==> config.mk <==
export PLATFORM = sky130hd
export DESIGN_NAME = rcpf_log_cell
export DESIGN_NICKNAME = d
export VERILOG_FILES = /design/src/hdl/rcpf_pkg.sv /design/src/hdl/rcpf_log_cell.sv
export SDC_FILE = /design/constraint.sdc
export NUM_CORES = 2
export LEC_CHECK = 0
export BUFFER_PORTS_ARGS = -buffer_cell sky130_fd_sc_hd__buf_2
export CORE_UTILIZATION = 63
export DETAILED_ROUTE_END_ITERATION = 10
export GPL_TIMING_DRIVEN = 1
export HOLD_SLACK_MARGIN = 0.1
export PLACE_DENSITY = 0.82
export SLEW_MARGIN = 5
export SYNTH_ARGS = -nofsm -noshare
export SYNTH_HDL_FRONTEND = slang
export SYNTH_SLANG_ARGS = --single-unit
==> constraint.sdc <==
create_clock -name clock -period 14.8 [get_ports clock]
set_clock_uncertainty 0.15 [all_clocks]
set_input_delay 0.74 -clock clock [delete_from_list [all_inputs] [get_ports clock]]
set_output_delay 0.74 -clock clock [all_outputs]
set_load 0.01 [all_outputs]
==> src/hdl/rcpf_pkg.sv <==
package rcpf_pkg;

   typedef struct packed {
      logic signed [31:0] pos_x;
      logic signed [31:0] pos_y;
   } req_type;

   typedef struct packed {
      logic signed [31:0] acc_x;
      logic signed [31:0] acc_y;
      logic               saturated;
   } rsp_type;

   // Per-item sideband that rides along the whole pipeline.
   typedef struct packed {
      logic        nx;
      logic        ny;
      logic [31:0] ax;
      logic [31:0] ay;
   } side_type;

   typedef struct packed {
      logic [63:0] rem;
      logic [63:0] root;
   } sqrt_type;

   // Two log lanes: the radius of the item and the turnover radius.
   typedef struct packed {
      logic [31:0] m_pos;
      logic [20:0] l_pos;
      logic [31:0] m_ref;
      logic [20:0] l_ref;
   } log_type;

   typedef struct packed {
      logic [31:0]       p;
      logic [15:0]       fr;
      logic signed [9:0] n;
   } exp_type;

   typedef struct packed {
      logic [60:0] rem;
      logic [63:0] den;
      logic [30:0] q;
      logic        gzero;
   } div_type;

   localparam int SQRT_STEPS = 32;
   localparam int LOG_STEPS  = 16;
   localparam int EXP_STEPS  = 16;
   localparam int DIV_STEPS  = 31;

   localparam logic [1:0] REG_RADIUS   = 2'd0;
   localparam logic [1:0] REG_SPEED    = 2'd1;
   localparam logic [1:0] REG_EXPONENT = 2'd2;

   localparam logic [30:0] RADIUS_RESET   = 31'd1048576;
   localparam logic [30:0] SPEED_RESET    = 31'd1048576;
   localparam logic [15:0] EXPONENT_RESET = 16'd6144;

   function automatic logic [63:0] isqrt64(input logic [63:0] v);
      logic [63:0] res;
      logic [63:0] rem;
      logic [63:0] bits;
      res = 64'd0;
      rem = v;
      for (int i = 0; i < 32; i++) begin
         bits = 64'd1 << (62 - 2 * i);
         if (rem >= res + bits) begin
            rem = rem - (res + bits);
            res = (res >> 1) + bits;
         end else begin
            res = res >> 1;
         end
      end
      return res;
   endfunction

   // Coefficient 2^(2^(k-16)) in Q30, formed by repeated square roots.
   function automatic logic [30:0] exp_coef(input int unsigned k);
      logic [63:0] c;
      c = isqrt64(64'd1 << 61);
      for (int j = 15; j > int'(k); j--) begin
         c = isqrt64(c << 30);
      end
      return c[30:0];
   endfunction

   function automatic logic [4:0] msb_index(input logic [31:0] u);
      logic [4:0] e;
      e = 5'd0;
      for (int i = 0; i < 32; i++) begin
         if (u[i]) begin
            e = 5'(i);
         end
      end
      return e;
   endfunction

endpackage

==> src/hdl/rcpf_log_cell.sv <==
module rcpf_log_cell #(
   parameter int unsigned STEP = 0
) (
   input  logic               clock,
   input  logic               reset,
   input  logic               advance,
   input  logic               up_valid,
   input  rcpf_pkg::side_type up_side,
   input  rcpf_pkg::log_type  up_data,
   output logic               dn_valid,
   output rcpf_pkg::side_type dn_side,
   output rcpf_pkg::log_type  dn_data
);

   localparam int FRAC_BIT = 15 - STEP;

   logic               valid_ff;
   rcpf_pkg::side_type side_ff;
   rcpf_pkg::log_type  data_ff;
   rcpf_pkg::log_type  data_in;
   logic [63:0]        sq_pos;
   logic [63:0]        sq_ref;

   // Squaring the Q1.31 mantissa doubles its log; a carry past 2.0 is the next bit.
   always_comb begin
      data_in = up_data;
      sq_pos  = 64'(up_data.m_pos) * 64'(up_data.m_pos);
      sq_ref  = 64'(up_data.m_ref) * 64'(up_data.m_ref);
      if (sq_pos[63]) begin
         data_in.m_pos           = sq_pos[63:32];
         data_in.l_pos[FRAC_BIT] = 1'b1;
      end else begin
         data_in.m_pos = sq_pos[62:31];
      end
      if (sq_ref[63]) begin
         data_in.m_ref           = sq_ref[63:32];
         data_in.l_ref[FRAC_BIT] = 1'b1;
      end else begin
         data_in.m_ref = sq_ref[62:31];
      end
   end

   always_ff @(posedge clock) begin
      if (reset) begin
         valid_ff <= 1'b0;
      end else if (advance) begin
         valid_ff <= up_valid;
      end
      if (advance) begin
         side_ff <= up_side;
         data_ff <= data_in;
      end
   end

   assign dn_valid = valid_ff;
   assign dn_side  = side_ff;
   assign dn_data  = data_ff;

endmodule

# == After elaboration in Yosys (flattened, before gate mapping) ==
# Cells that the tools add are included.
# classes
multipliers,2
mux,2
# op_table
cell,count
32-bit by 32-bit multiplier with 64-bit output,2
31-bit two-way mux,2
# totals
wordCells,17
in_bits,176
register_bits,173

# == Longest topological paths before layout ==
# depth
ltp_word,2
depth_mapped,32
ltp_nobuf,27

# == Worst setup path before layout ==
# Ideal clock, no wire load.
# synth_timing
kind,input to register
startpoint,input up_data[100] (netlist bit)
endpoint,"register data_ff, in the netlist dn_data[82] (data pin)"
path_buffers,3
slack_ns,6.511
arrival_time_ns,7.878
cell_stages,28
setup_time_ns,0.260
path_cell_list,clkbuf_1 clkbuf_1 nand2_1 fa_1 fa_1 inv_1 fa_1 inv_1 fa_1 inv_1 fa_1 fa_1 fa_1 inv_1 fa_1 inv_1 ha_1 a21o_1 a21o_1 a21oi_1 o21ai_0 a21oi_1 a211oi_4 o21a_1 nor3_4 nor2_8 buf_8 mux2_4
# synth_rtl
element,line_no,text
from (decl),rcpf_log_cell.sv:9,"input rcpf_pkg::log_type up_data,"
to (signal assigned),rcpf_log_cell.sv:51,data_ff <= data_in;
to (decl),rcpf_log_cell.sv:19,rcpf_pkg::log_type data_ff;

==> impl_metrics.csv <==
group,metric,value,unit
clock_network,cts_resized,0,
worst_setup_path,critPathCapture,"dn_data[27]",
global_routing,grt_use_total,0.353,
worst_setup_path,critPathMaxFanout,40,
worst_setup_path,cp.required,14.99,ns
yosys,ys_seq_elements,173,
floorplanning,dieArea,103000,µm²
route,drt-initial-drc-count,3360,
clock_network,postCtsSetupBuffers,0,
sta,slew_headroom,0.256,
layout,nFillCells,7649,
sta,worst_pin_slew,1.12,ns
clock_network,clk_pin_slew_worst_paths,0.11,ns
yosys,yosys_warnings,0,
worst_setup_path,worst_r2r_path_depth,2,
yosys,synthesis.nets,8838,
worst_setup_path,cp-startpoint,"up_data[30]",
global_routing,grt_start_max_net_pins,88,
worst_setup_path,rr_startpoint,"dn_valid",
hold_path,hold_class,"primary input to register",
clock_network,cts_hold_buf,0,
layout,layout.nets,9008,
route,route.detailed.drc,0,
global_routing,grt_pass1_wl,276000,µm
worst_setup_path,criticalPathCategory,"primary input to register",
floorplanning,die_w,321,µm
yosys,syn_area,64100,µm²
status,status,"finished clean",
route,wl_per_cell,21.2,µm
yosys,synthCells,6482,
yosys,synthDistinctLibCells,86,
clock_network,cts_tree,"built",
placed_design,numPortBuffers,348,
yosys,synth-edff-count,172,
route,ant_nets,0,
clock_network,clock_path_buffers,2,
clock_network,cts_max_level,4,
floorplanning,initial_utilization,0.638,
route,first_pass_iters,6,
floorplanning,io_pins,349,
clock_network,cts_buffers,17,
clock_network,clk_latency,0.51,ns
worst_setup_path,cp.arrival,9.97,ns
route,vias_per_cell,5.61,
placed_design,post-dp-hpwl,135000,µm
sta,rsz0062_at_grt,"no",
sta,final_max_slew_viol_count,0,
layout,areaGrowthSynthToFinish,5.35,%
worst_setup_path,worstSetupEndpointType,"register",
sta,period_needed,9.78,ns
layout,final_cell_mix,"inv_1, fa_1, ha_1",
clock_network,root_buffer,"clkbuf_16",
global_routing,grt_overflow,0,
sta,setup_violations,0,
floorplanning,die_h,321,µm
sta,fin_crit_sh,0.661,
route,vias,45000,
worst_setup_path,r2r_slack,14.06,ns
clock_network,clkSinkCount,173,
floorplanning,placementRows,116,
run,maxCapViolCount,0,
layout,drive_gt1_frac,0.0786,
global_routing,grt_pass1_vias,51200,
placed_design,gp_congestion,0.968,
yosys,synthFlopType,"edfxtp_1",
sta,hold_violations,0,
worst_setup_path,cp-start-kind,"primary input",
floorplanning,core,100000,µm²
yosys,avgSynthCellArea,9.88,µm²
sta,fmax,102,MHz
route,drt-total-wl,170000,µm
global_routing,antenna_found_initial,13,
worst_setup_path,worstReg2RegEnd,"dn_valid",
sta,fin_tns_setup,0,ns
layout,mostFrequentLayoutCell,"inv_1",
yosys,yosysSeqAreaShare,0.0809,
yosys,async_flop_share,0,
-- kinds of logic after synthesis --
kind of cell | count (synthesis) | synth area share
simple gates | 1295 | 0.100
flops | 173 | 0.0809
xor+xnor | 150 | 0.0205
fa+ha+maj | 2180 | 0.611
compound gates | 448 | 0.0483
mux | 56 | 0.0106
buf+inv | 2180 | 0.128
-- worst min-delay path by stage --
stage	cells past startpoint	slack, ns	start	to
finish	1	0.23	up_side[6]	dn_side[6]
global route	1	0.22	up_side[6]	dn_side[6]
CTS	1	0.20	up_side[6]	dn_side[6]
detailed placement	2	0.34	dn_valid	dn_valid
global placement	2	0.32	dn_valid	dn_valid
floorplan	2	0.38	dn_valid	dn_valid
-- registers in the layout (all words and copies together) (netlist names) --
register / count
dn_data: 106
dn_side: 66
dn_valid: 1
-- critical path, cell delays in order --
cell and delay [ns]:
buf_2 0.66, inv_1 0.49, nor2_1 0.70, fa_1 0.56
fa_1 0.53, inv_1 0.06, fa_1 0.49, inv_1 0.05
fa_1 0.51, inv_1 0.06, fa_1 0.53, inv_1 0.05
fa_1 0.49, fa_1 0.42, ha_1 0.38, nand4_1 0.20
nor4_2 0.43, o311ai_1 0.18, nand4_1 0.18, o31a_2 0.33
a31oi_4 0.20, mux2i_2 0.34, nand2_2 0.69, a22o_1 0.44
a221oi_2 0.21
-- routing by layer --
metal  GRT usage  wire length [µm]  vias up
met1       0.456             63500    22900
li1            -                 -    19400
met3      0.0773             16800      567
met5           0                67        -
met4       0.157              8440       10
met2       0.576             81000     2182
-- synth_stat cells, types with 26 or more instances --
master	n	area [µm²]
nor2b_1	27	169
xnor2_1	75	657
a21o_1	80	601
o21ai_0	62	310
nand2_1	566	2120
a21oi_1	117	586
clkbuf_1	210	788
edfxtp_1	172	5160
mux2_2	33	372
inv_1	1954	7330
xor2_1	75	657
nor2_1	109	409
fa_1	1582	31700
a31oi_1	26	163
ha_1	598	7480
nand4_1	30	188
and2_1	463	2900
-- area by class of cell --
| type | count | area [µm²] | share of cell area |
|---|---|---|---|
| Clock buffer | 17 | 425 | 0.00630 |
| Clock inverter | 15 | 208 | 0.00308 |
| Sequential cell | 173 | 5180 | 0.0768 |
| Antenna cell | 3 | 7.51 | 0.000111 |
| Tap cell | 1357 | 1700 | 0.0252 |
| Inverter | 1955 | 7340 | 0.109 |
| Timing Repair Buffer | 376 | 1960 | 0.0290 |
| Multi-Input combinational cell | 4129 | 50700 | 0.751 |
-- through the flow --
step	instances	instance area [µm²]	utilization	hold WS, ns	worst slack (ns)
after floorplan	6482	64100	-	0.378	6.51
final	8025	67500	0.672	0.231	5.02
after global routing	8022	67500	0.672	0.216	4.70
after detailed placement	7990	66900	0.666	0.339	4.73
after global placement	7990	66900	0.666	0.319	4.77
after CTS	8022	67500	0.672	0.200	5.28
Power is not shown: default switching activity piles up to over one toggle a cycle in this logic, so the estimate is an artifact.
