**config.mk**
```make
export PLATFORM = sky130hd
export DESIGN_NAME = rcpf_div_cell
export DESIGN_NICKNAME = d
export VERILOG_FILES = /design/src/hdl/rcpf_pkg.sv /design/src/hdl/rcpf_div_cell.sv
export SDC_FILE = /design/constraint.sdc
export NUM_CORES = 1
export LEC_CHECK = 0
export BUFFER_PORTS_ARGS = -buffer_cell sky130_fd_sc_hd__buf_2
export CORE_ASPECT_RATIO = 0.6
export CORE_UTILIZATION = 35
export DETAILED_ROUTE_END_ITERATION = 10
export HOLD_SLACK_MARGIN = 0.06
export PLACE_DENSITY = 0.74
export REMOVE_ABC_BUFFERS = 1
export SLEW_MARGIN = 20
export SYNTH_ARGS = -nofsm -noshare
export SYNTH_HDL_FRONTEND = slang
export SYNTH_SLANG_ARGS = --single-unit
```
**constraint.sdc**
```tcl
create_clock -name clock -period 4 [get_ports clock]
set_input_delay 0.2 -clock clock [delete_from_list [all_inputs] [get_ports clock]]
set_output_delay 0.2 -clock clock [all_outputs]
set_load 0.05 [all_outputs]
```
**src/hdl/rcpf_pkg.sv**
```systemverilog
package rcpf_pkg;

   typedef struct packed {
      logic signed [31:0] pos_x;
      logic signed [31:0] pos_y;
   } req_type;

   typedef struct packed {
      logic signed [31:0] acc_x;
      logic signed [31:0] acc_y;
      logic               saturated;
   } rsp_type;

   // Per-item sideband that rides along the whole pipeline.
   typedef struct packed {
      logic        nx;
      logic        ny;
      logic [31:0] ax;
      logic [31:0] ay;
   } side_type;

   typedef struct packed {
      logic [63:0] rem;
      logic [63:0] root;
   } sqrt_type;

   // Two log lanes: the radius of the item and the turnover radius.
   typedef struct packed {
      logic [31:0] m_pos;
      logic [20:0] l_pos;
      logic [31:0] m_ref;
      logic [20:0] l_ref;
   } log_type;

   typedef struct packed {
      logic [31:0]       p;
      logic [15:0]       fr;
      logic signed [9:0] n;
   } exp_type;

   typedef struct packed {
      logic [60:0] rem;
      logic [63:0] den;
      logic [30:0] q;
      logic        gzero;
   } div_type;

   localparam int SQRT_STEPS = 32;
   localparam int LOG_STEPS  = 16;
   localparam int EXP_STEPS  = 16;
   localparam int DIV_STEPS  = 31;

   localparam logic [1:0] REG_RADIUS   = 2'd0;
   localparam logic [1:0] REG_SPEED    = 2'd1;
   localparam logic [1:0] REG_EXPONENT = 2'd2;

   localparam logic [30:0] RADIUS_RESET   = 31'd1048576;
   localparam logic [30:0] SPEED_RESET    = 31'd1048576;
   localparam logic [15:0] EXPONENT_RESET = 16'd6144;

   function automatic logic [63:0] isqrt64(input logic [63:0] v);
      logic [63:0] res;
      logic [63:0] rem;
      logic [63:0] bits;
      res = 64'd0;
      rem = v;
      for (int i = 0; i < 32; i++) begin
         bits = 64'd1 << (62 - 2 * i);
         if (rem >= res + bits) begin
            rem = rem - (res + bits);
            res = (res >> 1) + bits;
         end else begin
            res = res >> 1;
         end
      end
      return res;
   endfunction

   // Coefficient 2^(2^(k-16)) in Q30, formed by repeated square roots.
   function automatic logic [30:0] exp_coef(input int unsigned k);
      logic [63:0] c;
      c = isqrt64(64'd1 << 61);
      for (int j = 15; j > int'(k); j--) begin
         c = isqrt64(c << 30);
      end
      return c[30:0];
   endfunction

   function automatic logic [4:0] msb_index(input logic [31:0] u);
      logic [4:0] e;
      e = 5'd0;
      for (int i = 0; i < 32; i++) begin
         if (u[i]) begin
            e = 5'(i);
         end
      end
      return e;
   endfunction

endpackage

```
**src/hdl/rcpf_div_cell.sv**
```systemverilog
module rcpf_div_cell #(
   parameter int unsigned STEP = 0
) (
   input  logic               clock,
   input  logic               reset,
   input  logic               advance,
   input  logic               up_valid,
   input  rcpf_pkg::side_type up_side,
   input  rcpf_pkg::div_type  up_data,
   output logic               dn_valid,
   output rcpf_pkg::side_type dn_side,
   output rcpf_pkg::div_type  dn_data
);

   localparam int unsigned QBIT = 30 - STEP;

   logic               valid_ff;
   rcpf_pkg::side_type side_ff;
   rcpf_pkg::div_type  data_ff;
   rcpf_pkg::div_type  data_in;
   logic [63:0]        rem_top;
   logic [93:0]        den_sh;

   // Restoring division, one quotient bit per cell, most significant first.
   always_comb begin
      data_in = up_data;
      rem_top = {3'b000, up_data.rem} >> QBIT;
      den_sh  = {30'd0, up_data.den} << QBIT;
      if (rem_top >= up_data.den) begin
         data_in.rem     = up_data.rem - den_sh[60:0];
         data_in.q[QBIT] = 1'b1;
      end
   end

   always_ff @(posedge clock) begin
      if (reset) begin
         valid_ff <= 1'b0;
      end else if (advance) begin
         valid_ff <= up_valid;
      end
      if (advance) begin
         side_ff <= up_side;
         data_ff <= data_in;
      end
   end

   assign dn_valid = valid_ff;
   assign dn_side  = side_ff;
   assign dn_data  = data_ff;

endmodule

```
# Yosys cells after proc, flatten, opt, wreduce, memory -nomap -nowiden
# Index checks and enable logic that the tools add are counted.
[totals]
register_bits = 224
wordCells = 13
out_inout_bits = 224
inputBits = 227
[op_classes]
muxes = 1
n_addsub = 1
order_cmp = 1
[op_table]
columns = ["cell", "n"]
rows = [
  ["31-bit by 64-bit greater-or-equal comparator with 1-bit output", 1],
  ["61-bit 2-to-1 mux", 1],
  ["61-bit subtractor", 1],
]

# Longest topological paths before layout
[depth]
ltp_word = 2
depth_mapped = 14
mapped_depth_nobuf = 12

# Worst setup path after synthesis
# Ideal clock, no wire load.
[synth_timing]
path_kind = "input to register"
startpoint = "in up_data[126] (netlist bit)"
endpoint = "reg data_ff, in the netlist dn_data[151], data pin"
setup_slack_ps = 1416
cell_stages = 13
setup_ps = 259
arrival_time_ps = 2325
path_cell_list = "inv_1 ha_1 inv_1 fa_1 a211oi_2 o211ai_2 a21oi_2 a21oi_2 o2111ai_2 and2_4 buf_6 nor2_1 a211o_1"
[synth_rtl]
columns = ["item", "line_no", "source"]
rows = [
  ["start, declared", "rcpf_div_cell.sv:9", "input rcpf_pkg::div_type up_data,"],
  ["end signal, assigned", "rcpf_div_cell.sv:43", "data_ff <= data_in;"],
  ["end, declared", "rcpf_div_cell.sv:19", "rcpf_pkg::div_type data_ff;"],
]

==> run summary <==
The die covers 26,900 um^2. The final period utilization was 78.9%; the horizontal extent of the die was 211 um. The flow ran to the end, and the final reports show no timing, DRC or antenna violations.

The flip-flop and latch count after synthesis was 224. TritonCTS built the clock tree. For the final routed database, the setup TNS stands at 0 ns. The cell sitting at the root of the clock tree is a clkbuf_16. The synthesized area per cell is 15.6 um^2, and the number of setup buffers added after CTS is 0. The number of global-route vias before repair is 7,680, and the initial antenna violation count is 9.

The layout overhead on the synthesized area is 61.7%. The run gives 9180 um^2 as the post-synthesis instance area. After Yosys synthesis, full adders, half adders and majority gates account for 4.44% of the synthesized area.

The tools report the number of slew-limit violations in the final report as 0. The synthesized netlist cell count is 590. The clock net in this run drives a total of 224 sinks. The path class of the tightest hold or removal check is input port to register. In this run, the number of DRC markers left after iteration 0 of detailed routing was 461. The number of optimization iterations in the first detailed-route pass was 5.

Counting flops with a built-in enable in the synthesized netlist gives 223. In the final layout, flip-flops and latches occupy 6720 um^2. The largest area contributor in the netlist is edfxtp_1. Of the total synthesized cell area, the portion taken by XOR and XNOR cells is 2.48%. The number of clock buffers added by TritonCTS is 22. By area the synthesized netlist is led by edfxtp_1 73%, ha_1 4.2%, a21oi_1 1.9%. Global route total overflow: 0.

Summing all multi-input logic gate instances after layout gives 2220 um^2. The most frequently used flop master after synthesis is edfxtp_1. The category of the most critical setup path is input port to register. The post-DP HPWL is 23,400 um.

The ratio of cells with drive above 1 in the final layout came out at 41.8%. The synthesized design devotes to its leading area cell type 72.9% of total area. The data required time of the worst path was 4.26 ns; the total DRC errors in the routed layout was 0.

The tools report the H-tree level count as 1. The number of nets in the finished design is 1,538, and the signal arrival time at the worst endpoint is 3.41 ns. Of the post-synthesis cell area, the part taken by muxes is 0.109%. During synthesis, Yosys emitted a total of 0 warnings. The maximum buffer depth of the clock tree was 3.

The share of the synthesized area in compound gates (AO/OA/AOI/OAI) was 10.5%; the final setup violation count was 0. The first global-routing pass estimated 44,900 um of wire. The worst-skew pair later-pin latency was 0.52 ns; the number of unique standard cell types used by synthesis was 57. The remaining max-slew budget at the tightest pin came out at 49.1%. Boundary pin count: 451. The maximum resistive drop on vdd was 0.353 mV; the path depth of the worst reg2reg path was 3.

The type of origin of the critical path is an input port. In this run the worst path has a maximum fanout of 22. After synthesis, the largest family of logic cells by area is compound AO/OA/AOI/OAI gates. The slew of the pin with the lowest slew margin works out to 0.764 ns. Input and output buffers added on the ports amount to 450. The effective utilization at floorplan is 36.0%. The core region is 25,500 um^2. Post-synthesis sequential area ratio: 73.2%. Power spread over the standard cell area amounts to 443 nW/um^2. The commonest cells after synthesis are 223 x edfxtp_1, 41 x inv_1, 37 x nand2_1. In the routed layout, each cell is associated on average with a via count of 4.69.

The tools report the aggregate routed wire length as 32,100 um. The via count is 7,752, and the largest clock skew in the final design is 0 ns. Yosys instantiated no cell more often than edfxtp_1.

The tools report the leakage power figure as 6.46 nW. Number of failing hold endpoints at the final stage: 0. The detail-routed net length per standard cell works out to 19.4 um. The highest attainable clock frequency is 317 MHz, and the overall global routing resource usage is 22.5%. The initialized floorplan defines 45 standard-cell rows.

The clock-pin transition on the worst setup and hold timing paths works out to 0.06 ns. The die height came out at 127 um. The logs give 0 for the post-route antenna net violation count and 2,048 for the fill cell instance count of the final layout.

The placement-stage worst setup slack is 0.865 ns, and the final design utilization is 58.2%. Routability-driven placement finished with a final weighted congestion of 0.881. Setup repair after global routing left no endpoint under its margin. The kind of end point of the critical path was a register. The post-synthesis simple-gate area fraction came out at 6.72%. The number of max-cap violations is 0. Minimum clock period after layout: 3.16 ns. After layout, the worst setup slack is 0.844 ns.

The tools report the maximum number of pins on one net before global-route repair as 99. Counting instances, the worst hold path has a depth of 3. The async set-reset flop share out of synthesis was 0%.
## power breakdown
group | internal (W) | switching [W]
Combinational | 0.000480 | 0.00109
Sequential | 0.00279 | 0.0000575
Clock | 0.00127 | 0.000891
Total | 0.00454 | 0.00204
## final timing paths
kind                start           end  slack [ns]
min          up_data[151]  dn_data[151]        0.16
max reg2reg      dn_valid      dn_valid        2.83
max          up_data[126]  dn_data[153]        0.84
min reg2reg      dn_valid      dn_valid        1.08
## cell usage in the layout (no fill, tap or decap), types with 3 or more instances in the layout
cell           Yosys  final
buf_4              0      4
xor2_1            11     11
and3_1             7      7
xnor2_1           15     15
bufinv_16          0      4
ha_1              31     31
nand3_1            4      4
nand2_2           21     21
o21ai_0           17     17
o211ai_1           3      3
buf_2              5    449
a21o_1            13     13
dlygate4sd3_1      0    224
o21ai_2           15     15
inv_1             41     41
nand2_1           37     37
nor4_1             7      7
nor3_1             5      5
edfxtp_1         223    223
a21oi_1           35     35
clkbuf_16          0     22
o21ai_1           18     18
nor2_1            13     13
clkbuf_1           5      6
nand4_1           11     11
a21oi_2            5      5
diode_2            0     10
## cell families (layout without fill, tap and decap cells)
family / Yosys count / count (layout)
compound gates: 134 / 134
mux: 1 / 1
flops: 224 / 224
buf+inv: 55 / 757
xor+xnor: 26 / 26
simple gates: 118 / 118
fa+ha+maj: 32 / 32
other cells: 0 / 10
## final cells by class
cell class                 count  share of cell area (%)
sequential                   224                    45.2
clock buffer                  28                    3.86
antenna                       10                   0.169
timing repair buffer         679                    30.7
tap                          352                    2.97
clock inverter                 9                    1.06
multi-input combinational    311                    15.0
inverter                      41                    1.04
## through the flow
stage / total power [W] / cells / cell area, um^2 / hold slack [ns]
after floorplan: 0.00382 / 576 / 9090 / 0.272
after global placement: 0.00425 / 1383 / 11800 / 0.358
after detailed placement: 0.00427 / 1383 / 11800 / 0.358
after CTS: 0.00659 / 1644 / 14800 / 0.125
after global routing: 0.00680 / 1653 / 14800 / 0.156
final: 0.00658 / 1654 / 14800 / 0.156
## repair_timing
| action | 4_1_cts | 5_1_grt |
|---|---|---|
| hold endpoints to repair | 223 | 0 |
| gates resized for setup | 0 | 0 |
| hold buffers | 224 | 0 |
## worst max-delay path: stages
cell	delay [ns]
dlygate4sd3_1	0.52
buf_2	0.13
inv_1	0.05
ha_1	0.16
inv_1	0.06
fa_1	0.45
a211oi_2	0.32
o211ai_2	0.15
a21oi_2	0.20
a21oi_2	0.11
o2111ai_2	0.22
and2_4	0.37
buf_4	0.34
o21ai_1	0.13
## per-layer routing
layer / GRT usage [%] / share of wire (%) / vias up
li1: - / - / 3625
met1: 26.4 / 38 / 3745
met2: 39.9 / 51 / 327
met3: 5.97 / 7.6 / 55
met4: 7.93 / 2.9 / 0
met5: 0.363 / 0 / -
## sequential cells by signal, indices dropped and copies added, names as in the netlist
register and cells:
dn_side 66, dn_data 157, dn_valid 1
Note: power is estimated with default switching activity, not from simulation.
