### src/hdl/rcpf_pkg.sv
package rcpf_pkg;

   typedef struct packed {
      logic signed [31:0] pos_x;
      logic signed [31:0] pos_y;
   } req_type;

   typedef struct packed {
      logic signed [31:0] acc_x;
      logic signed [31:0] acc_y;
      logic               saturated;
   } rsp_type;

   // Per-item sideband that rides along the whole pipeline.
   typedef struct packed {
      logic        nx;
      logic        ny;
      logic [31:0] ax;
      logic [31:0] ay;
   } side_type;

   typedef struct packed {
      logic [63:0] rem;
      logic [63:0] root;
   } sqrt_type;

   // Two log lanes: the radius of the item and the turnover radius.
   typedef struct packed {
      logic [31:0] m_pos;
      logic [20:0] l_pos;
      logic [31:0] m_ref;
      logic [20:0] l_ref;
   } log_type;

   typedef struct packed {
      logic [31:0]       p;
      logic [15:0]       fr;
      logic signed [9:0] n;
   } exp_type;

   typedef struct packed {
      logic [60:0] rem;
      logic [63:0] den;
      logic [30:0] q;
      logic        gzero;
   } div_type;

   localparam int SQRT_STEPS = 32;
   localparam int LOG_STEPS  = 16;
   localparam int EXP_STEPS  = 16;
   localparam int DIV_STEPS  = 31;

   localparam logic [1:0] REG_RADIUS   = 2'd0;
   localparam logic [1:0] REG_SPEED    = 2'd1;
   localparam logic [1:0] REG_EXPONENT = 2'd2;

   localparam logic [30:0] RADIUS_RESET   = 31'd1048576;
   localparam logic [30:0] SPEED_RESET    = 31'd1048576;
   localparam logic [15:0] EXPONENT_RESET = 16'd6144;

   function automatic logic [63:0] isqrt64(input logic [63:0] v);
      logic [63:0] res;
      logic [63:0] rem;
      logic [63:0] bits;
      res = 64'd0;
      rem = v;
      for (int i = 0; i < 32; i++) begin
         bits = 64'd1 << (62 - 2 * i);
         if (rem >= res + bits) begin
            rem = rem - (res + bits);
            res = (res >> 1) + bits;
         end else begin
            res = res >> 1;
         end
      end
      return res;
   endfunction

   // Coefficient 2^(2^(k-16)) in Q30, formed by repeated square roots.
   function automatic logic [30:0] exp_coef(input int unsigned k);
      logic [63:0] c;
      c = isqrt64(64'd1 << 61);
      for (int j = 15; j > int'(k); j--) begin
         c = isqrt64(c << 30);
      end
      return c[30:0];
   endfunction

   function automatic logic [4:0] msb_index(input logic [31:0] u);
      logic [4:0] e;
      e = 5'd0;
      for (int i = 0; i < 32; i++) begin
         if (u[i]) begin
            e = 5'(i);
         end
      end
      return e;
   endfunction

endpackage

### src/hdl/rcpf_sqrt_cell.sv
module rcpf_sqrt_cell #(
   parameter int unsigned STEP = 0
) (
   input  logic               clock,
   input  logic               reset,
   input  logic               advance,
   input  logic               up_valid,
   input  rcpf_pkg::side_type up_side,
   input  rcpf_pkg::sqrt_type up_data,
   output logic               dn_valid,
   output rcpf_pkg::side_type dn_side,
   output rcpf_pkg::sqrt_type dn_data
);

   localparam logic [63:0] BIT = 64'd1 << (62 - 2 * STEP);

   logic               valid_ff;
   rcpf_pkg::side_type side_ff;
   rcpf_pkg::sqrt_type data_ff;
   rcpf_pkg::sqrt_type data_in;
   logic [63:0]        trial;

   always_comb begin
      trial = up_data.root + BIT;
      if (up_data.rem >= trial) begin
         data_in.rem  = up_data.rem - trial;
         data_in.root = (up_data.root >> 1) + BIT;
      end else begin
         data_in.rem  = up_data.rem;
         data_in.root = up_data.root >> 1;
      end
   end

   always_ff @(posedge clock) begin
      if (reset) begin
         valid_ff <= 1'b0;
      end else if (advance) begin
         valid_ff <= up_valid;
      end
      if (advance) begin
         side_ff <= up_side;
         data_ff <= data_in;
      end
   end

   assign dn_valid = valid_ff;
   assign dn_side  = side_ff;
   assign dn_data  = data_ff;

endmodule

### config.mk
export PLATFORM = sky130hd
export DESIGN_NAME = rcpf_sqrt_cell
export DESIGN_NICKNAME = d
export VERILOG_FILES = /design/src/hdl/rcpf_pkg.sv /design/src/hdl/rcpf_sqrt_cell.sv
export SDC_FILE = /design/constraint.sdc
export NUM_CORES = 1
export LEC_CHECK = 0
export ABC_CLOCK_PERIOD_IN_PS = 5200
export BUFFER_PORTS_ARGS = -buffer_cell sky130_fd_sc_hd__buf_2
export CAP_MARGIN = 10
export CORE_AREA = 3 3 151 153
export CTS_BUF_LIST = sky130_fd_sc_hd__clkbuf_8
export DETAILED_ROUTE_END_ITERATION = 16
export DIE_AREA = 0 0 154 156
export GPL_ROUTABILITY_DRIVEN = 1
export PLACE_DENSITY_LB_ADDON = 0.3
export SYNTH_ARGS = -nofsm -noshare
export SYNTH_HDL_FRONTEND = slang
export SYNTH_SLANG_ARGS = --single-unit
### constraint.sdc
create_clock -name clock -period 5.2 [get_ports clock]
set_clock_uncertainty 0.15 [all_clocks]
set_input_delay 0.78 -clock clock [delete_from_list [all_inputs] [get_ports clock]]
set_output_delay 0.78 -clock clock [all_outputs]
set_load 0.02 [all_outputs]
Yosys cells after proc, flatten, opt, wreduce, memory -nomap -nowiden
Cells that the tools add are included.
{ "classes": {"n_lt_le_gt_ge": 1, "mux": 1, "n_addsub": 3} }
{ "ops": {"columns": ["op", "count"], "rows": [
  ["$mux W128", 1],
  ["$add A63 B63 Y64 const B", 1],
  ["$add A64 B63 Y64 const B", 1],
  ["$ge A64 B64 Y1", 1],
  ["$sub A64 B64 Y64", 1]
]} }
{ "word_totals": {"reg_bits": 195, "elab_cells": 13} }

Longest topological paths before layout
Gate-level depths: netlist of run 1.
{ "depth": {"word_depth": 3, "depth_mapped": 15, "depth_no_buf": 13} }

Least setup slack after synthesis of run 1
No wires, ideal clock.
{ "synth_path": {"path_kind": "input -> register", "from": "input port up_data[64] (netlist bit)", "to": "register data_ff (netlist bit dn_data[126]) (data pin)", "n_path_buf": 1, "t_arrival_ps": 3090, "path_stages": 14, "slack_ps": 1692, "required_ps": 4781, "path_cell_list": "inv_1 -> ha_1 -> fa_1 -> nor2b_1 -> o21a_1 -> o211ai_2 -> a31o_2 -> nand2_2 -> a311oi_2 -> a31oi_4 -> nor2_4 -> buf_6 -> nor4bb_1 -> nor4_2"} }
{ "synth_rtl": {"columns": ["element", "line_no", "rtl"], "rows": [
  ["from (decl)", "rcpf_sqrt_cell.sv:9", "input rcpf_pkg::sqrt_type up_data,"],
  ["to (signal assigned)", "rcpf_sqrt_cell.sv:42", "data_ff <= data_in;"],
  ["to (decl)", "rcpf_sqrt_cell.sv:19", "rcpf_pkg::sqrt_type data_ff;"]
]} }

==> out/metrics.cfg, run 1 <==
[die]
coreArea_sq_um = 21700
io-pin-count = 393
initial_utilization_pct = 49.5
die_area_sq_um = 24000
die_width_um = 154
rows = 54
die_h_um = 156

[cts]
cts_root_buf = clkbuf_8
clk_path_buf_depth = 2
clk_latency_ps = 480
path_clk_slew_ps = 130
cts_tree = built
cts_resized = 0
post-cts-setup-buffer-count = 0
cts.sinks = 195
cts_hold_buffers = 0
htreeDepth = 4
numCtsBuffers = 17

[grt]
grt_pass1_wl_um = 46900
gr-usage-all-layers_pct = 24.8
grt.overflow.total = 0
antenna_found_initial = 6
grt_max_degree = 107
grt_pass1_vias = 8781

[synth]
ys_ff_latch = 195
synth-seq-area-share_pct = 54.4
async_flop_share_pct = 0
synthSimpleGateAreaFrac_pct = 10.5
synthAdderAreaFrac_pct = 7.64
syn_nets = 1244
synthesis.instances = 981
synth_xor_area_share_pct = 4.73
avgSynthCellArea_sq_um = 10.9
synth-compound-area-share_pct = 17.6
yosys_warnings = 0
netlist_area_sq_um = 10700
synth_top_family_by_area = compound AO/OA/AOI/OAI gates
synth_edf_count = 194
synth_cell_types = 65
synthMuxAreaShare_pct = 0.711
synthFlopType = edfxtp_1

[power_and_ir_drop]
p_sw_w = 0.00145
power.leakage_nw = 6.07
clkPwrFrac_pct = 25.8
pwr-share-seq_pct = 46.5
p_per_area_nw_per_um2 = 315
p_int_w = 0.00278
switching_share_pct = 34.3
vdd_drop_max_mv = 0.147
comb_power_share_pct = 27.6

[drt]
wirelength_um = 31000
via_count = 9015
postRouteAntennaNets = 0
drtIter0Drc = 638
firstDrtPassIters = 5
drc = 0
post_drt_wl_per_cell_um = 18.7
viasPerCell = 5.43

[critical_path]
setup.worst_path.start = up_data[2]
worstReg2RegStart = dn_valid
worstPathArrival_ps = 3870
cp-endpoint = dn_data[68]
slowest_stage = a311oi_2
end_kind = flop
start_kind = input pin
cp.required_ps = 5290
rr_endpoint = dn_valid
max_stage_delay_ps = 500
crit_chain = buf_2, inv_1, ha_1, nor2b_1, o21a_1, o211ai_2, a31o_2, nand2_2, a311oi_2, a31oi_4, nor2_4, buf_12, mux2_2
path_depth = 13
cp_num_buf_inv = 3
path_class = input pin to flop
worstRegToRegCells = 2
ff2ff_setup_slack_ps = 4420
worstPathMaxFanout = 47
cp_top_family = compound AO/OA/AOI/OAI gates

[placement]
place.gp.congestion = 0.901
port_buffers = 392
hpwl_um = 24600
place_inst = 1623

[timing]
worstMarginPinSlew_ps = 916
post-route-period-util_pct = 72.7
period_needed_ps = 3780
slew_viol_final = 0
finalHoldViolCount = 0
slew_headroom_pct = 38.9
finalSetupTns_ps = 0
finalSetupViolations = 0
fmax_mhz = 264
rsz0062_at_grt = no

[worst_hold_path]
hold_class = input pin to flop

[outcome]
outcome = finished clean

[final_layout]
fin_nets = 1625
final_cells = 1659
syn2layout_area_growth_pct = 25.0
drive_above_1_share_pct = 32.7

[run]
maxCapViolations = 0

[per-layer routing]
layer,global-route usage [%],up-vias,routed length (um)
li1,-,4378,-
met1,31.0,4268,12700
met2,42.8,327,15500
met3,5.38,38,2050
met4,8.41,4,720
met5,0,-,21
[cell families (layout without fill, tap and decap cells)]
family / Yosys count / in the layout
buf+inv: 117 / 511
fa+ha+maj: 65 / 65
mux: 7 / 7
other cells: 0 / 4
compound gates: 303 / 303
simple gates: 236 / 236
flops: 195 / 195
xor+xnor: 58 / 58
[area by class of cell]
type | instances | area [sq um]
antenna | 4 | 10.0
clock buffer | 17 | 234
clock inverter | 15 | 220
fill | 1817 | 8260
inverter | 80 | 300
multi-input combinational | 669 | 4420
sequential | 195 | 5850
tap | 280 | 350
timing repair buffer | 399 | 2050
[worst register-to-register path, stage by stage, from the launching register on]
cell	delay (ps)
dfxtp_1	340
mux2i_1	130
nor2_1	60
[worst min-delay path by stage]
stage	start	end	slack (ps)	depth (start not counted)
2_1_floorplan	dn_valid	dn_valid	430	2
3_3_place_gp	dn_valid	dn_valid	350	2
3_5_place_dp	dn_valid	dn_valid	390	2
4_1_cts	reset	dn_valid	260	2
5_1_grt	reset	dn_valid	260	2
6_report	reset	dn_valid	280	2
[placed cells by master (no fill, tap or decap), types with 5 or more instances in the layout]
cell,n
nand2_1,106
mux2_2,5
clkbuf_8,18
o211ai_1,6
nor2b_1,8
nor2_1,38
xnor2_1,33
edfxtp_1,194
buf_2,391
buf_4,5
a21o_1,45
nand3_1,9
inv_1,80
clkinv_8,6
o21ai_0,88
o21ai_1,5
a31oi_1,6
ha_1,64
o21a_1,9
a21oi_1,86
o21bai_1,21
nor3_1,15
xor2_1,25
nand4_1,24
[sequential cells by signal, summed over array words and instances (netlist names)]
signal	flops
dn_data	128
dn_valid	1
dn_side	66
[power by group through the flow]
| stage | Sequential, W | Combinational (W) | Clock, W |
|---|---|---|---|
| 5_1_grt | 0.00198 | 0.00128 | 0.00117 |
| 3_5_place_dp | 0.00200 | 0.00116 | 0 |
| 3_3_place_gp | 0.00200 | 0.00115 | 0 |
| 2_1_floorplan | 0.00222 | 0.000525 | 0 |
| 6_report | 0.00197 | 0.00117 | 0.00109 |
| 4_1_cts | 0.00197 | 0.00117 | 0.00112 |
[cell usage after synthesis, drive strengths merged, types with 4 or more instances]
cell / instances / area [sq um]
nand4: 24 / 150
nand2: 107 / 404
nand3: 9 / 45.0
a211oi: 4 / 30.0
ha: 64 / 801
inv: 80 / 300
o21ai: 93 / 465
o21a: 9 / 67.6
o21bai: 21 / 158
nor2: 39 / 154
clkbuf: 20 / 75.1
nor3: 15 / 75.1
a31oi: 8 / 71.3
and4: 4 / 35.0
nor4: 4 / 31.3
buf: 17 / 98.8
xnor2: 33 / 289
edfxtp: 194 / 5830
mux2: 5 / 56.3
a21o: 45 / 338
o211ai: 7 / 57.6
nand2b: 4 / 25.0
xor2: 25 / 219
nor2b: 8 / 50.1
a21boi: 5 / 41.3
a21oi: 86 / 430
[stage by stage]
| step | util, % | total power (W) | area, sq um | hold slack, ps | worst slack [ps] |
|---|---|---|---|---|---|
| after detailed placement | 59.8 | 0.00317 | 13000 | 386 | 937 |
| after global routing | 61.9 | 0.00444 | 13400 | 258 | 1220 |
| after CTS | 61.9 | 0.00426 | 13400 | 260 | 1450 |
| final | 61.9 | 0.00423 | 13400 | 281 | 1420 |
| after global placement | 59.8 | 0.00315 | 13000 | 346 | 1070 |
| after floorplan | - | 0.00275 | 10700 | 429 | 1690 |
Note: power is estimated with default switching activity, not from simulation.
==> inputs of run 2 (changes only) <==
- ABC_AREA: default -> 1
- ABC_CLOCK_PERIOD_IN_PS: 5200 -> 3080
- CORE_AREA: 3 3 151 153 -> default
- CORE_MARGIN: default -> 3
- CORE_UTILIZATION: default -> 49
- DIE_AREA: 0 0 154 156 -> default
- clock period: 5.2 -> 3.08 ns (I/O delays scaled with it)
==> run 2 against run 1 <==
Compared with the run above:
- register-to-register slack worse by 2200 ps
- combinational power rose by 120%
- flip-flop and latch count is the same
- core utilization is 3.2 points higher
- cell area increased by 27%
- via count is 45% higher
- final cell count rose by 60%
==> out/metrics.cfg, run 2 <==
[outcome]
outcome = finished clean

[drt]
post_drt_wl_per_cell_um = 17.5  ; -6.3%
viasPerCell = 4.91  ; -9.7%
drtIter0Drc = 982  ; +54%
wirelength_um = 46600  ; +50%
drc = 0  ; unchanged
via_count = 13050  ; +45%
firstDrtPassIters = 6  ; +1
postRouteAntennaNets = 0  ; unchanged

[critical_path]
start_kind = input pin
worstPathArrival_ps = 3080  ; -790 ps
end_kind = flop
cp.required_ps = 3170  ; -2120 ps
path_class = input pin to flop
worstPathMaxFanout = 27  ; -43%

[run]
maxCapViolations = 0  ; unchanged

[timing]
finalHoldViolCount = 0  ; unchanged
slew_viol_final = 0  ; unchanged
worstMarginPinSlew_ps = 451  ; -465 ps
slew_headroom_pct = 69.9  ; +31 points
rsz0062_at_grt = yes
fmax_mhz = 334
finalSetupViolations = 0  ; unchanged
post-route-period-util_pct = 97.1
period_needed_ps = 2990
finalWorstSetupSlack_ps = 89.5  ; -1330 ps

[synth]
syn_nets = 2046  ; +64%
synth_edf_count = 194  ; unchanged
synth_top_area_share_pct = 44.6  ; -9.6 points
synthAdderAreaFrac_pct = 6.28  ; -1.4 points
synthFlopType = edfxtp_1
yosys_warnings = 0  ; unchanged
avgSynthCellArea_sq_um = 7.33  ; -33%
synth_xor_area_share_pct = 2.15  ; -2.6 points
synth_cell_types = 35  ; -46%
synth_area_leaders = edfxtp_1 45%, nand2_1 22%, inv_1 11%
synthSimpleGateAreaFrac_pct = 32.1  ; +22 points
async_flop_share_pct = 0  ; unchanged
synth_commonest_cells = 756 x nand2_1, 396 x inv_1, 194 x edfxtp_1, 109 x nor2_1, 80 x nand3_1
synth_top_family_by_area = simple AND/OR/NAND/NOR gates
synthMuxAreaShare_pct = 0.0766  ; -0.63 points
synth.most_common_cell = nand2_1
ys_ff_latch = 195  ; unchanged
synthesis.instances = 1783  ; +82%
synth-seq-area-share_pct = 44.8  ; -9.7 points
synth-compound-area-share_pct = 2.01  ; -16 points
netlist_area_sq_um = 13100  ; +22%
synth.largest_area_cell = edfxtp_1

[power_and_ir_drop]
power.leakage_nw = 9.47  ; +56%
pwr-share-seq_pct = 43.7  ; -2.8 points
p_sw_w = 0.00290  ; +100%
comb_power_share_pct = 33.3  ; +5.7 points
vdd_drop_max_mv = 0.250  ; +70%
switching_share_pct = 38.0  ; +3.7 points
p_per_area_nw_per_um2 = 449  ; +42%
clkPwrFrac_pct = 23.0  ; -2.8 points
p_int_w = 0.00474  ; +70%
finalPower_w = 0.00764  ; +81%

[placement]
pre_cts_slack_ps = 67.6  ; -869 ps
placed_area_sq_um = 15600  ; +20%
place_inst = 2521  ; +55%
hpwl_um = 37000  ; +50%
place.gp.congestion = 0.988  ; +9.7%
port_buffers = 392  ; unchanged

[die]
die_width_um = 169  ; +9.9%
initial_utilization_pct = 50.0  ; +0.46 points
die_h_um = 169  ; +8.5%
coreArea_sq_um = 26100  ; +20%
rows = 59  ; +9.3%
io-pin-count = 393  ; unchanged
die_area_sq_um = 28700  ; +19%

[cts]
cts_tree = built
htreeDepth = 4  ; unchanged
clk_path_buf_depth = 2  ; unchanged
post-cts-setup-buffer-count = 0  ; unchanged
clk_latency_ps = 500  ; +20 ps
numCtsBuffers = 17  ; unchanged
path_clk_slew_ps = 110  ; -20 ps
cts.sinks = 195  ; unchanged
cts_root_buf = clkbuf_8

[final_layout]
final_cell_mix = 752 x nand2_1, 397 x inv_1, 391 x buf_2
drive_above_1_share_pct = 22.0  ; -11 points
layout_commonest_cell = nand2_1
nFillCells = 2290  ; +26%
fin_area_sq_um = 17000  ; +27%
fin_nets = 2567  ; +58%
final_util_pct = 65.1  ; +3.2 points
final_cells = 2659  ; +60%
syn2layout_area_growth_pct = 30.3
largest_register_ffs = 128  ; unchanged

[worst_hold_path]
hold_class = input pin to flop

[grt]
antenna_found_initial = 6  ; unchanged
grt_max_degree = 54  ; -50%
grt_pass1_vias = 12903  ; +47%
grt_pass1_wl_um = 69600  ; +48%
grt.overflow.total = 0  ; unchanged
gr-usage-all-layers_pct = 31.8  ; +7.0 points

## run 2: changes by cell type after synthesis, moves of 31 or more
cell,previous run,this run
nand2_1,106,756
inv_1,80,396
o21ai_0,88,7
nand3_1,9,80
nor2_1,38,109
a21o_1,45,0
a21oi_1,86,41
xnor2_1,33,2
## run 2: stage by stage
step	hold slack, ps	setup TNS [ps]
2_1_floorplan	384	0
3_3_place_gp	322	0
3_5_place_dp	337	0
4_1_cts	1.07	0
5_1_grt	1.50	-182
6_report	10.2	0
## run 2: logic make-up after synthesis
kind of cell               Yosys count
AOI/OAI and AO/OA                   51
xor gates and xnor gates            32
adders and majority gates           65
buffers and inverters              421
DFF                                195
muxes                                1
and+or+nand+nor                   1018
## run 2: final timing paths
path	cells after the start	slack, ps	startpoint	to
setup / recovery	17	90	up_data[37]	dn_data[117]
hold / removal	1	10	up_data[46]	dn_data[45]
setup reg to reg	2	2230	dn_valid	dn_valid
hold reg to reg	2	480	dn_valid	dn_valid
## run 2: what timing repair did
item                                   in CTS  in global routing
setup endpoints to repair                   0                 57
endpoints found under the hold margin      93                  6
hold buffers                               93                  6
resized for setup                           0                 12
## run 2: metal layers
metal	part of all wire, %	vias up	wire (um)	global-route usage, %
li1	-	6499	-	-
met1	40	5960	18600	38.5
met2	49	515	22900	55.7
met3	7.7	76	3580	7.27
met4	3.3	0	1540	11.3
met5	0	-	0	0
## run 2: final cells by class
class                           instances  area (sq um)  area share [%]
Clock buffer                           17           234            1.37
Sequential cell                       195          5850            34.3
Inverter                              408          1530            9.01
Clock inverter                         15           161           0.948
Multi-Input combinational cell       1167          5600            32.9
Timing Repair Buffer                  515          3210            18.8
Tap cell                              335           419            2.46
Antenna cell                            7          17.5           0.103
## run 2: critical path, stage by stage
cell           delay [ps]
dlygate4sd3_1         540
buf_2                 130
inv_1                  50
ha_1                  340
nand2_1                90
nand2_1               110
nand2_1                80
nand2_1               100
inv_1                  80
nand2_1               110
a21oi_2               220
nor2_2                 70
nor2_4                140
nand2_8               120
buf_12                200
nand3_1               150
nand2_1                80
## run 2: power groups by stage
stage	Combinational, W	Sequential (W)	Clock [W]
after floorplan	0.00113	0.00376	0
after global placement	0.00236	0.00339	0
after detailed placement	0.00240	0.00339	0
after CTS	0.00251	0.00333	0.00176
after global routing	0.00278	0.00336	0.00187
final	0.00254	0.00334	0.00176
